File: src/sv/hwt_pkg.sv
// Shared types, widths and result codes for the hashed timer wheel.
// No dependencies; every other file of the block refers to this package.
package hwt_pkg;

    localparam int WHEEL_SLOTS_DEF   = 60;
    localparam int TIMER_ENTRIES_DEF = 16;

    // Fixed field widths
    localparam int TIMEOUT_W = 16;
    localparam int DIV_W     = 15;   // magnitude bits of a non-negative timeout
    localparam int REM_W     = 8;    // holds ticks % WHEEL_SLOTS for any legal slot count
    localparam int ROUNDS_W  = 10;
    localparam int KIND_W    = 3;
    localparam int HANDLE_W  = 4;
    localparam int SLOT_W    = 6;

    localparam logic [ROUNDS_W-1:0] ROUNDS_MAX = '1;

    localparam int QUEUE_DEPTH = 2;

    // Result kinds
    localparam logic [KIND_W-1:0] KIND_ADDED    = 3'd0;
    localparam logic [KIND_W-1:0] KIND_REJECTED = 3'd1;
    localparam logic [KIND_W-1:0] KIND_FULL     = 3'd2;
    localparam logic [KIND_W-1:0] KIND_EXPIRED  = 3'd3;
    localparam logic [KIND_W-1:0] KIND_NOEXP    = 3'd4;

    // Classified operation handed from front to back
    typedef struct packed {
        logic                is_tick;
        logic                reject;
        logic [REM_W-1:0]    rem;
        logic [ROUNDS_W-1:0] rounds;
    } op_t;

    // One result transaction
    typedef struct packed {
        logic [KIND_W-1:0]   kind;
        logic [HANDLE_W-1:0] handle;
        logic [SLOT_W-1:0]   slot_index;
        logic [ROUNDS_W-1:0] rounds_left;
        logic                last;
    } res_t;

endpackage

File: src/sv/hwt_front.sv
// Front end: accepts input transactions, classifies them and splits an add
// timeout into rounds and slot offset with a reciprocal multiply. Uses hwt_pkg.
module hwt_front #(
    parameter int WHEEL_SLOTS = hwt_pkg::WHEEL_SLOTS_DEF
) (
    input  logic                           clk,
    input  logic                           rst_n,
    input  logic                           in_valid,
    output logic                           in_ready,
    input  logic                           in_mode,
    input  logic [hwt_pkg::TIMEOUT_W-1:0]  in_timeout,
    output logic                           push_valid,
    input  logic                           push_ready,
    output hwt_pkg::op_t                   push_data
);

    localparam int SW    = (WHEEL_SLOTS > 1) ? $clog2(WHEEL_SLOTS) : 1;
    localparam int DW    = hwt_pkg::DIV_W;
    localparam int MW    = 2 * DW + 1;
    localparam int SHIFT = DW + SW;
    // exact for every DW-bit dividend: ceil(2^(DW+SW) / WHEEL_SLOTS) fits DW+1 bits
    localparam int RECIP = ((1 << SHIFT) + WHEEL_SLOTS - 1) / WHEEL_SLOTS;
    localparam logic [DW:0]   RECIP_C = (DW+1)'(RECIP);
    localparam logic [DW-1:0] DIVISOR = DW'(WHEEL_SLOTS);

    localparam logic [1:0] F_IDLE = 2'd0;
    localparam logic [1:0] F_DIV  = 2'd1;
    localparam logic [1:0] F_REM  = 2'd2;
    localparam logic [1:0] F_PUSH = 2'd3;

    logic [1:0]       state_reg;
    logic [DW-1:0]    n_reg;
    logic [DW-1:0]    q_reg;
    hwt_pkg::op_t     op_reg;

    logic [MW-1:0]    prod;
    logic [MW-1:0]    quot;
    logic [DW-1:0]    qd;
    logic [DW-1:0]    rem;
    logic [DW-1:0]    magnitude;

    assign in_ready   = (state_reg == F_IDLE);
    assign push_valid = (state_reg == F_PUSH);
    assign push_data  = op_reg;

    // quotient by reciprocal multiply, then remainder from the registered quotient
    assign prod      = MW'(n_reg) * MW'(RECIP_C);
    assign quot      = prod >> SHIFT;
    assign qd        = q_reg * DIVISOR;
    assign rem       = n_reg - qd;
    assign magnitude = (in_timeout[DW-1:0] == '0) ? DW'(1) : in_timeout[DW-1:0];

    always_ff @(posedge clk or negedge rst_n)
    begin
        if (!rst_n)
        begin
            state_reg <= F_IDLE;
        end
        else
        begin
            unique case (state_reg)
                F_IDLE:
                begin
                    if (in_valid)
                    begin
                        if (in_mode || in_timeout[hwt_pkg::TIMEOUT_W-1])
                            state_reg <= F_PUSH;
                        else
                            state_reg <= F_DIV;
                    end
                end
                F_DIV:
                begin
                    state_reg <= F_REM;
                end
                F_REM:
                begin
                    state_reg <= F_PUSH;
                end
                F_PUSH:
                begin
                    if (push_ready)
                        state_reg <= F_IDLE;
                end
                default:
                begin
                    state_reg <= F_IDLE;
                end
            endcase
        end
    end

    always_ff @(posedge clk)
    begin
        if (state_reg == F_IDLE && in_valid)
        begin
            op_reg.is_tick <= in_mode;
            op_reg.reject  <= !in_mode && in_timeout[hwt_pkg::TIMEOUT_W-1];
            op_reg.rem     <= '0;
            op_reg.rounds  <= '0;
            n_reg          <= magnitude;
            q_reg          <= '0;
        end
        else if (state_reg == F_DIV)
        begin
            q_reg <= quot[DW-1:0];
        end
        else if (state_reg == F_REM)
        begin
            op_reg.rem <= hwt_pkg::REM_W'(rem[SW-1:0]);
            // saturate rounds to the field width
            if (q_reg[DW-1:hwt_pkg::ROUNDS_W] != '0)
                op_reg.rounds <= hwt_pkg::ROUNDS_MAX;
            else
                op_reg.rounds <= q_reg[hwt_pkg::ROUNDS_W-1:0];
        end
    end

endmodule

File: src/sv/hwt_queue.sv
// Two-entry queue of classified operations between front and back.
// Uses hwt_pkg for the entry type and depth.
module hwt_queue (
    input  logic         clk,
    input  logic         rst_n,
    input  logic         push_valid,
    output logic         push_ready,
    input  hwt_pkg::op_t push_data,
    output logic         pop_valid,
    input  logic         pop_ready,
    output hwt_pkg::op_t pop_data
);

    localparam int PW = $clog2(hwt_pkg::QUEUE_DEPTH);
    localparam int CW = $clog2(hwt_pkg::QUEUE_DEPTH + 1);
    localparam logic [CW-1:0] FULL_CNT = CW'(hwt_pkg::QUEUE_DEPTH);
    localparam logic [PW-1:0] LAST_PTR = PW'(hwt_pkg::QUEUE_DEPTH - 1);

    hwt_pkg::op_t  slots_reg [hwt_pkg::QUEUE_DEPTH];
    logic [PW-1:0] wr_ptr_reg;
    logic [PW-1:0] rd_ptr_reg;
    logic [CW-1:0] count_reg;
    logic          do_push;
    logic          do_pop;

    assign push_ready = (count_reg != FULL_CNT);
    assign pop_valid  = (count_reg != '0);
    assign pop_data   = slots_reg[rd_ptr_reg];
    assign do_push    = push_valid && push_ready;
    assign do_pop     = pop_valid && pop_ready;

    always_ff @(posedge clk or negedge rst_n)
    begin
        if (!rst_n)
        begin
            wr_ptr_reg <= '0;
            rd_ptr_reg <= '0;
            count_reg  <= '0;
        end
        else
        begin
            if (do_push)
                wr_ptr_reg <= (wr_ptr_reg == LAST_PTR) ? '0 : wr_ptr_reg + PW'(1);
            if (do_pop)
                rd_ptr_reg <= (rd_ptr_reg == LAST_PTR) ? '0 : rd_ptr_reg + PW'(1);
            if (do_push && !do_pop)
                count_reg <= count_reg + CW'(1);
            else if (do_pop && !do_push)
                count_reg <= count_reg - CW'(1);
        end
    end

    always_ff @(posedge clk)
    begin
        if (do_push)
            slots_reg[wr_ptr_reg] <= push_data;
    end

endmodule

File: src/sv/hwt_back.sv
// Back end: executes adds and ticks against the timer table, scanning one entry per
// cycle while no expiry is held up by the result register, which it holds. Uses hwt_pkg.
module hwt_back #(
    parameter int WHEEL_SLOTS   = hwt_pkg::WHEEL_SLOTS_DEF,
    parameter int TIMER_ENTRIES = hwt_pkg::TIMER_ENTRIES_DEF
) (
    input  logic         clk,
    input  logic         rst_n,
    input  logic         pop_valid,
    output logic         pop_ready,
    input  hwt_pkg::op_t pop_data,
    output logic         res_valid,
    input  logic         res_ready,
    output hwt_pkg::res_t res
);

    localparam int N   = TIMER_ENTRIES;
    localparam int SW  = (WHEEL_SLOTS > 1) ? $clog2(WHEEL_SLOTS) : 1;
    localparam int EW  = (N > 1) ? $clog2(N) : 1;
    localparam int CW  = $clog2(N + 1);
    localparam int RW  = hwt_pkg::ROUNDS_W;
    localparam int MW  = SW + RW;
    localparam logic [SW:0]    SLOTS_W  = (SW+1)'(WHEEL_SLOTS);
    localparam logic [SW-1:0]  SLOT_TOP = SW'(WHEEL_SLOTS - 1);
    localparam logic [EW-1:0]  LAST_IDX = EW'(N - 1);
    localparam logic [CW-1:0]  SCAN_END = CW'(N);

    localparam logic [1:0] B_IDLE = 2'd0;
    localparam logic [1:0] B_SCAN = 2'd1;
    localparam logic [1:0] B_FIN  = 2'd2;

    logic [1:0]                  state_reg;
    logic                        op_tick_reg;
    logic [SW-1:0]               op_slot_reg;
    logic [RW-1:0]               op_rounds_reg;
    logic [hwt_pkg::KIND_W-1:0]  fin_kind_reg;
    logic [EW-1:0]               fin_handle_reg;
    logic [CW-1:0]               sc_reg;
    logic                        e_vld_reg;
    logic [EW-1:0]               eidx_reg;
    logic [MW-1:0]               rd_data_reg;
    logic                        pend_valid_reg;
    logic [EW-1:0]               pend_handle_reg;
    logic [SW-1:0]               cur_slot_reg;
    logic [N-1:0]                entry_valid_reg;
    logic                        res_valid_reg;
    hwt_pkg::res_t               res_reg;

    // timer table: slot and rounds per entry
    logic [MW-1:0] table_mem [N];

    logic [SW-1:0] rd_slot;
    logic [RW-1:0] rd_rounds;
    logic [SW:0]   slot_sum;
    logic [SW-1:0] add_slot;
    logic          can_emit;
    logic          e_act;
    logic          hit;
    logic          expire;
    logic          dec;
    logic          found;
    logic          stall;
    logic          advance;
    logic          emit_pend;
    logic          fin_emit;
    logic          rd_en;
    logic          mem_we;
    logic [MW-1:0] mem_wdata;
    logic          pop;
    logic [8:0]    slot_wide;
    logic [6:0]    handle_wide;
    logic [6:0]    pend_wide;
    hwt_pkg::res_t res_next;

    assign rd_slot   = rd_data_reg[MW-1:RW];
    assign rd_rounds = rd_data_reg[RW-1:0];

    assign slot_sum = {1'b0, cur_slot_reg} + (SW+1)'(pop_data.rem[SW-1:0]);
    assign add_slot = (slot_sum >= SLOTS_W) ? SW'(slot_sum - SLOTS_W) : slot_sum[SW-1:0];

    assign can_emit  = !res_valid_reg || res_ready;
    assign e_act     = (state_reg == B_SCAN) && e_vld_reg;
    assign hit       = e_act && op_tick_reg && entry_valid_reg[eidx_reg]
                       && (rd_slot == cur_slot_reg);
    assign expire    = hit && (rd_rounds == '0);
    assign dec       = hit && (rd_rounds != '0);
    assign found     = e_act && !op_tick_reg && !entry_valid_reg[eidx_reg];
    assign stall     = expire && pend_valid_reg && !can_emit;
    assign advance   = (state_reg == B_SCAN) && !stall;
    assign emit_pend = advance && expire && pend_valid_reg;
    assign fin_emit  = (state_reg == B_FIN) && can_emit;
    assign rd_en     = advance && (sc_reg < SCAN_END);
    assign mem_we    = advance && (dec || found);
    assign mem_wdata = found ? {op_slot_reg, op_rounds_reg}
                             : {rd_slot, rd_rounds - RW'(1)};
    assign pop       = (state_reg == B_IDLE) && pop_valid;
    assign pop_ready = (state_reg == B_IDLE);

    assign res_valid = res_valid_reg;
    assign res       = res_reg;

    always_comb
    begin
        slot_wide   = 9'(cur_slot_reg);
        handle_wide = 7'(fin_handle_reg);
        pend_wide   = 7'(pend_handle_reg);
        res_next    = '0;
        if (fin_emit)
        begin
            res_next.last = 1'b1;
            if (op_tick_reg)
            begin
                res_next.kind       = pend_valid_reg ? hwt_pkg::KIND_EXPIRED
                                                     : hwt_pkg::KIND_NOEXP;
                res_next.handle     = pend_wide[hwt_pkg::HANDLE_W-1:0];
                res_next.slot_index = slot_wide[hwt_pkg::SLOT_W-1:0];
            end
            else
            begin
                res_next.kind = fin_kind_reg;
                if (fin_kind_reg == hwt_pkg::KIND_ADDED)
                begin
                    slot_wide              = 9'(op_slot_reg);
                    res_next.handle        = handle_wide[hwt_pkg::HANDLE_W-1:0];
                    res_next.slot_index    = slot_wide[hwt_pkg::SLOT_W-1:0];
                    res_next.rounds_left   = op_rounds_reg;
                end
            end
        end
        else
        begin
            // flush the held expiry; a later one follows in this tick
            res_next.kind       = hwt_pkg::KIND_EXPIRED;
            res_next.handle     = pend_wide[hwt_pkg::HANDLE_W-1:0];
            res_next.slot_index = slot_wide[hwt_pkg::SLOT_W-1:0];
        end
    end

    always_ff @(posedge clk or negedge rst_n)
    begin
        if (!rst_n)
        begin
            state_reg       <= B_IDLE;
            entry_valid_reg <= '0;
            cur_slot_reg    <= '0;
            pend_valid_reg  <= 1'b0;
            e_vld_reg       <= 1'b0;
            res_valid_reg   <= 1'b0;
        end
        else
        begin
            if (fin_emit || emit_pend)
                res_valid_reg <= 1'b1;
            else if (res_ready)
                res_valid_reg <= 1'b0;

            unique case (state_reg)
                B_IDLE:
                begin
                    if (pop_valid)
                    begin
                        e_vld_reg      <= 1'b0;
                        pend_valid_reg <= 1'b0;
                        state_reg      <= pop_data.reject ? B_FIN : B_SCAN;
                    end
                end
                B_SCAN:
                begin
                    if (advance)
                    begin
                        e_vld_reg <= (sc_reg < SCAN_END);
                        if (expire)
                        begin
                            entry_valid_reg[eidx_reg] <= 1'b0;
                            pend_valid_reg            <= 1'b1;
                        end
                        if (found)
                        begin
                            entry_valid_reg[eidx_reg] <= 1'b1;
                            state_reg                 <= B_FIN;
                        end
                        else if (e_act && eidx_reg == LAST_IDX)
                        begin
                            state_reg <= B_FIN;
                        end
                    end
                end
                B_FIN:
                begin
                    if (can_emit)
                    begin
                        if (op_tick_reg)
                            cur_slot_reg <= (cur_slot_reg == SLOT_TOP) ? '0
                                            : cur_slot_reg + SW'(1);
                        pend_valid_reg <= 1'b0;
                        state_reg      <= B_IDLE;
                    end
                end
                default:
                begin
                    state_reg <= B_IDLE;
                end
            endcase
        end
    end

    always_ff @(posedge clk)
    begin
        if (fin_emit || emit_pend)
            res_reg <= res_next;

        if (pop)
        begin
            op_tick_reg     <= pop_data.is_tick;
            op_slot_reg     <= add_slot;
            op_rounds_reg   <= pop_data.rounds;
            fin_kind_reg    <= pop_data.reject ? hwt_pkg::KIND_REJECTED : hwt_pkg::KIND_FULL;
            fin_handle_reg  <= '0;
            pend_handle_reg <= '0;
            sc_reg          <= '0;
        end
        else if (advance)
        begin
            if (sc_reg < SCAN_END)
            begin
                sc_reg   <= sc_reg + CW'(1);
                eidx_reg <= sc_reg[EW-1:0];
            end
            if (expire)
                pend_handle_reg <= eidx_reg;
            if (found)
            begin
                fin_kind_reg   <= hwt_pkg::KIND_ADDED;
                fin_handle_reg <= eidx_reg;
            end
        end
    end

    always_ff @(posedge clk)
    begin
        if (mem_we)
            table_mem[eidx_reg] <= mem_wdata;
        if (rd_en)
            rd_data_reg <= table_mem[sc_reg[EW-1:0]];
    end

    // a held expiry exists only while a tick is served
    a_pend_tick: assert property (@(posedge clk) disable iff (!rst_n)
        pend_valid_reg |-> op_tick_reg)
        else $error("held expiry outside a tick");

    // a flushed expiry goes out as a non-final expiry result
    a_flush_kind: assert property (@(posedge clk) disable iff (!rst_n)
        emit_pend |=> (res_valid_reg && res_reg.kind == hwt_pkg::KIND_EXPIRED
                       && !res_reg.last))
        else $error("flushed expiry has wrong kind or last");

    // an allocated entry is live when its add result goes out
    a_add_live: assert property (@(posedge clk) disable iff (!rst_n)
        (state_reg == B_FIN && !op_tick_reg && fin_kind_reg == hwt_pkg::KIND_ADDED)
        |-> entry_valid_reg[fin_handle_reg])
        else $error("added entry not marked valid");

    // current slot stays within the wheel
    a_slot_range: assert property (@(posedge clk) disable iff (!rst_n)
        {1'b0, cur_slot_reg} < SLOTS_W)
        else $error("current slot out of range");

endmodule

File: src/sv/hashed_timer_wheel_top.sv
// Hashed timer wheel: the back serves one transaction at a time, scanning one entry a cycle
// unless m_tready holds back an expiry. An add passes the reciprocal divide and the queue,
// then scans for the lowest free entry; a tick scans the whole table. The back takes no new
// transaction until it is through with the last one.
// Reset (rst_n, asynchronous, active low) frees all timers through the valid flops
// and sets the current slot to 0; no clearing pass is needed.
module hashed_timer_wheel_top #(
    parameter int WHEEL_SLOTS   = hwt_pkg::WHEEL_SLOTS_DEF,
    parameter int TIMER_ENTRIES = hwt_pkg::TIMER_ENTRIES_DEF
) (
    input  logic        clk,
    input  logic        rst_n,
    input  logic        s_tvalid,
    output logic        s_tready,
    input  logic [15:0] s_tdata,   // [15:0] timeout (signed)
    input  logic        s_tuser,   // [0] mode: 0 add, 1 tick
    output logic        m_tvalid,
    input  logic        m_tready,
    output logic [23:0] m_tdata,   // [3:0] handle, [9:4] slot_index, [19:10] rounds_left,
                                   // [23:20] zero
    output logic [2:0]  m_tuser,   // [2:0] kind
    output logic        m_tlast    // final result of the input transaction
);

    hwt_pkg::op_t  push_data;
    hwt_pkg::op_t  pop_data;
    hwt_pkg::res_t res;
    logic          push_valid;
    logic          push_ready;
    logic          pop_valid;
    logic          pop_ready;

    // Front: classify and divide the timeout into rounds and slot offset
    hwt_front #(
        .WHEEL_SLOTS (WHEEL_SLOTS)
    ) u_front (
        .clk        (clk),
        .rst_n      (rst_n),
        .in_valid   (s_tvalid),
        .in_ready   (s_tready),
        .in_mode    (s_tuser),
        .in_timeout (s_tdata),
        .push_valid (push_valid),
        .push_ready (push_ready),
        .push_data  (push_data)
    );

    // Decouple front and back so each can stall on its own
    hwt_queue u_queue (
        .clk        (clk),
        .rst_n      (rst_n),
        .push_valid (push_valid),
        .push_ready (push_ready),
        .push_data  (push_data),
        .pop_valid  (pop_valid),
        .pop_ready  (pop_ready),
        .pop_data   (pop_data)
    );

    // Back: allocate, scan and expire timers; owns the result register
    hwt_back #(
        .WHEEL_SLOTS   (WHEEL_SLOTS),
        .TIMER_ENTRIES (TIMER_ENTRIES)
    ) u_back (
        .clk       (clk),
        .rst_n     (rst_n),
        .pop_valid (pop_valid),
        .pop_ready (pop_ready),
        .pop_data  (pop_data),
        .res_valid (m_tvalid),
        .res_ready (m_tready),
        .res       (res)
    );

    // Pack the result transaction onto the master side
    assign m_tdata = {4'b0000, res.rounds_left, res.slot_index, res.handle};
    assign m_tuser = res.kind;
    assign m_tlast = res.last;

endmodule

File: config.mk
export PLATFORM = sky130hd
export DESIGN_NAME = hashed_timer_wheel_top
export DESIGN_NICKNAME = d
export VERILOG_FILES = /design/src/sv/hwt_pkg.sv /design/src/sv/hwt_front.sv /design/src/sv/hwt_queue.sv /design/src/sv/hwt_back.sv /design/src/sv/hashed_timer_wheel_top.sv
export SDC_FILE = /design/constraint.sdc
export NUM_CORES = 1
export LEC_CHECK = 0
export BUFFER_PORTS_ARGS = -buffer_cell sky130_fd_sc_hd__buf_2
export CORE_MARGIN = 1
export CORE_UTILIZATION = 56
export CTS_CLUSTER_DIAMETER = 200
export CTS_CLUSTER_SIZE = 16
export DETAILED_ROUTE_END_ITERATION = 16
export PLACE_DENSITY = 0.76
export SLEW_MARGIN = 15
export SYNTH_ARGS = -nofsm -noshare
export SYNTH_HDL_FRONTEND = slang
export SYNTH_SLANG_ARGS = --single-unit
export TNS_END_PERCENT = 100
File: constraint.sdc
create_clock -name clk -period 4.15 [get_ports clk]
set_clock_uncertainty 0.15 [all_clocks]
set_input_delay 0.2075 -clock clk [delete_from_list [all_inputs] [get_ports clk]]
set_output_delay 0.2075 -clock clk [all_outputs]
set_load 0.05 [all_outputs]
==> impl_metrics.env <==
export IMPL_status="finished, violations left"
export IMPL_violations="setup timing"
export IMPL_overflow=0
export IMPL_relSlewSlack=0.216
export IMPL_track_usage=0.233
export IMPL_ys_async_sr_fraction=0.0743
export IMPL_drt_initial_drc_count=826
export IMPL_gp_congestion=0.878
export IMPL_drc=0
export IMPL_min_period_ns=4.44
export IMPL_ys_seq_elements=444
export IMPL_total_power_mw=14.8
export IMPL_cts_buffers=31
export IMPL_die_area_um2=36100
export IMPL_rr_worst_depth=15
export IMPL_ys_seq_area_frac=0.645
export IMPL_clkSinkCount=444
export IMPL_synth_area_per_cell_um2=15.8
export IMPL_grt_max_degree=69
export IMPL_vias_per_cell=5.92
export IMPL_rrSetupSlack_ns=-0.29
export IMPL_critical_path_max_stage_delay_ns=0.51
export IMPL_drive_gt1_frac=0.222
export IMPL_setup_viol=10
export IMPL_synth_area_leaders="edfxtp_1 (56%), mux4_2 (9.4%), ha_1 (6.7%)"
export IMPL_synth_largest_area_cell="edfxtp_1"
export IMPL_fin_ws_ns=-0.290
export IMPL_wl_mm=41.0
export IMPL_timing_final_crit_share=1.07
export IMPL_netlist_instances=1254
export IMPL_cp_depth=15
export IMPL_path_cells="ha_4, inv_2, fa_2, inv_2, fa_1, fa_1, ha_4, ha_4, a21o_1, a221o_1, a21oi_2, a31oi_4, a221o_1, xnor2_1, a21oi_1"
export IMPL_start_kind="flip-flop"
export IMPL_synth_edff_count=372
export IMPL_crit_arrival_ns=4.73
export IMPL_antenna_found_initial=0
export IMPL_final_util=0.648
export IMPL_fp_row_count=68
export IMPL_slew_viol_final=0
export IMPL_syn_area_um2=19800
export IMPL_clkTransAtPathRegs_ns=0.08
export IMPL_core_um2=34700
export IMPL_fin_nets=1511
export IMPL_min_path_type="input pin to async pin"
export IMPL_critPathBufInv=2
export IMPL_grt_pass1_wl_mm=63.1
export IMPL_p_per_area_nw_per_um2=657
export IMPL_ir_drop_uv=399
export IMPL_finalHoldViolations=0
export IMPL_num_vias=10900
export IMPL_crit_fanout=4
export IMPL_dr_wl_met3_mm=2.18
export IMPL_place_hpwl_mm=25.8
export IMPL_synthToLayoutAreaGrowth_pct=13.5
export IMPL_power_leakage_nw=7.63
export IMPL_finalSetupTns_ns=-1.81
export IMPL_wirelength_met1_mm=17.1
export IMPL_root_buffer="clkbuf_16"
export IMPL_largest_reg_flops=256
export IMPL_synth_most_common_cell="edfxtp_1"
export IMPL_maxCapViolCount=0
export IMPL_crit_path_top_delay_cell="edfxtp_1"
export IMPL_postRouteAntennaNets=0
export IMPL_initial_core_util=0.571
export IMPL_die_h_um=190
export IMPL_synth_top_area_share=0.564
export IMPL_rsz0062_at_grt="yes"
export IMPL_numPortBuffers=46
export IMPL_diodes=0
export IMPL_synth_warnings=0
export IMPL_tightest_slew_ns=1.17
export IMPL_crit_path_frequent_cell="ha_4"
export IMPL_synthFlopType="edfxtp_1"
export IMPL_cts_tree="built"
export IMPL_synth_common_cells="edfxtp_1 (372), ha_1 (106), mux4_2 (83)"
export IMPL_io_pins=51
export IMPL_grt_pass1_vias=11100
export IMPL_path_delay_family="adder cells"
export IMPL_wl_met2_mm=20.6
export IMPL_path_class="flip-flop to flip-flop"
export IMPL_cp_required_ns=4.44
export IMPL_clock_latency_ns=0.59
export IMPL_htreeDepth=1
export IMPL_fmax_mhz=225
export IMPL_worst_setup_path_end_kind="flip-flop"
export IMPL_wl_per_cell_um=22.3
export IMPL_drt_pass1_iterations=6
export IMPL_highest_layer="met4"
export IMPL_dieWidth_um=190
export IMPL_yosysUniqueCellTypes=61
export IMPL_clk_path_buf_depth=3
## repair_timing
item,in CTS,in global routing
endpoints found under the hold margin,60,0
hold buffers,20,0
gates resized for setup,10,10
pin swaps,8,6
cloned,0,0
setup buffers,3,3
setup endpoints to repair,10,10
## final timing paths
| check | from | endpoint |
|---|---|---|
| hold / removal | rst_n | u_back.entry_valid_reg[2] |
| setup / recovery | u_front.n_reg[14] | u_front.q_reg[6] |
| setup reg to reg | u_front.n_reg[14] | u_front.q_reg[6] |
| max in group asynchronous | rst_n | u_back.pend_valid_reg |
| min in group clk | s_tdata[9] | u_front.n_reg[9] |
| hold reg to reg | u_front.push_data[1] | u_queue.slots_reg[0][1] |
## metrics by stage
| step | setup slack, ns | hold slack [ns] | instances | cell area, µm² |
|---|---|---|---|---|
| floorplan | -0.00772 | -0.238 | 1257 | 19900 |
| global placement | -0.187 | 0.193 | 1757 | 21200 |
| detailed placement | -0.311 | 0.173 | 1757 | 21200 |
| CTS | -0.259 | 0.0790 | 1838 | 22400 |
| global route | -0.416 | 0.134 | 1841 | 22500 |
| finish | -0.290 | 0.0758 | 1841 | 22500 |
## report_power, final
part	total (mW)	internal, mW	switching (mW)
Sequential	6.32	5.83	0.487
Clock	2.88	1.45	1.43
Combinational	5.59	2.44	3.15
Total	14.8	9.72	5.07
## kinds of logic after synthesis
family                     Yosys count  synth area share
AOI/OAI and AO/OA                  149            0.0466
adders and majority gates          129            0.0902
xor gates and xnor gates            40            0.0177
buffers and inverters              130            0.0260
muxes                              124             0.118
DFF                                444             0.645
and+or+nand+nor                    237            0.0568
other                                1          0.000189
## final cells by class
class	count	area, µm²
clock buffer	57	895
clock inverter	1	20.0
fill	2362	12200
inverter	64	240
multi-input combinational	683	6820
sequential	444	12800
tap	455	569
timing repair buffer	137	1180
## per-layer routing
metal | up-vias | GRT usage
met5 | - | 0
met4 | 0 | 0.0695
met3 | 68 | 0.0321
met2 | 359 | 0.389
met1 | 5499 | 0.320
li1 | 4972 | -
## cells in the final DEF (no fill, tap or decap), types with 9 or more instances in the layout
cell type,n
edfxtp_1,372
ha_1,96
mux4_2,83
nand2_1,74
inv_1,62
o21ai_0,60
buf_4,54
nor2_1,48
buf_2,46
dfxtp_1,37
dfrtp_1,33
clkbuf_16,32
a21oi_1,26
clkbuf_1,25
xnor2_1,22
mux2i_1,21
fa_1,21
dlygate4sd3_1,20
mux2_2,18
nand3_1,18
xor2_1,17
buf_12,17
nor2_2,16
nor3_1,15
and2_1,13
a21o_1,12
nand4_1,11
a22o_1,10
ha_4,9
(Power assumes the default switching activity.)
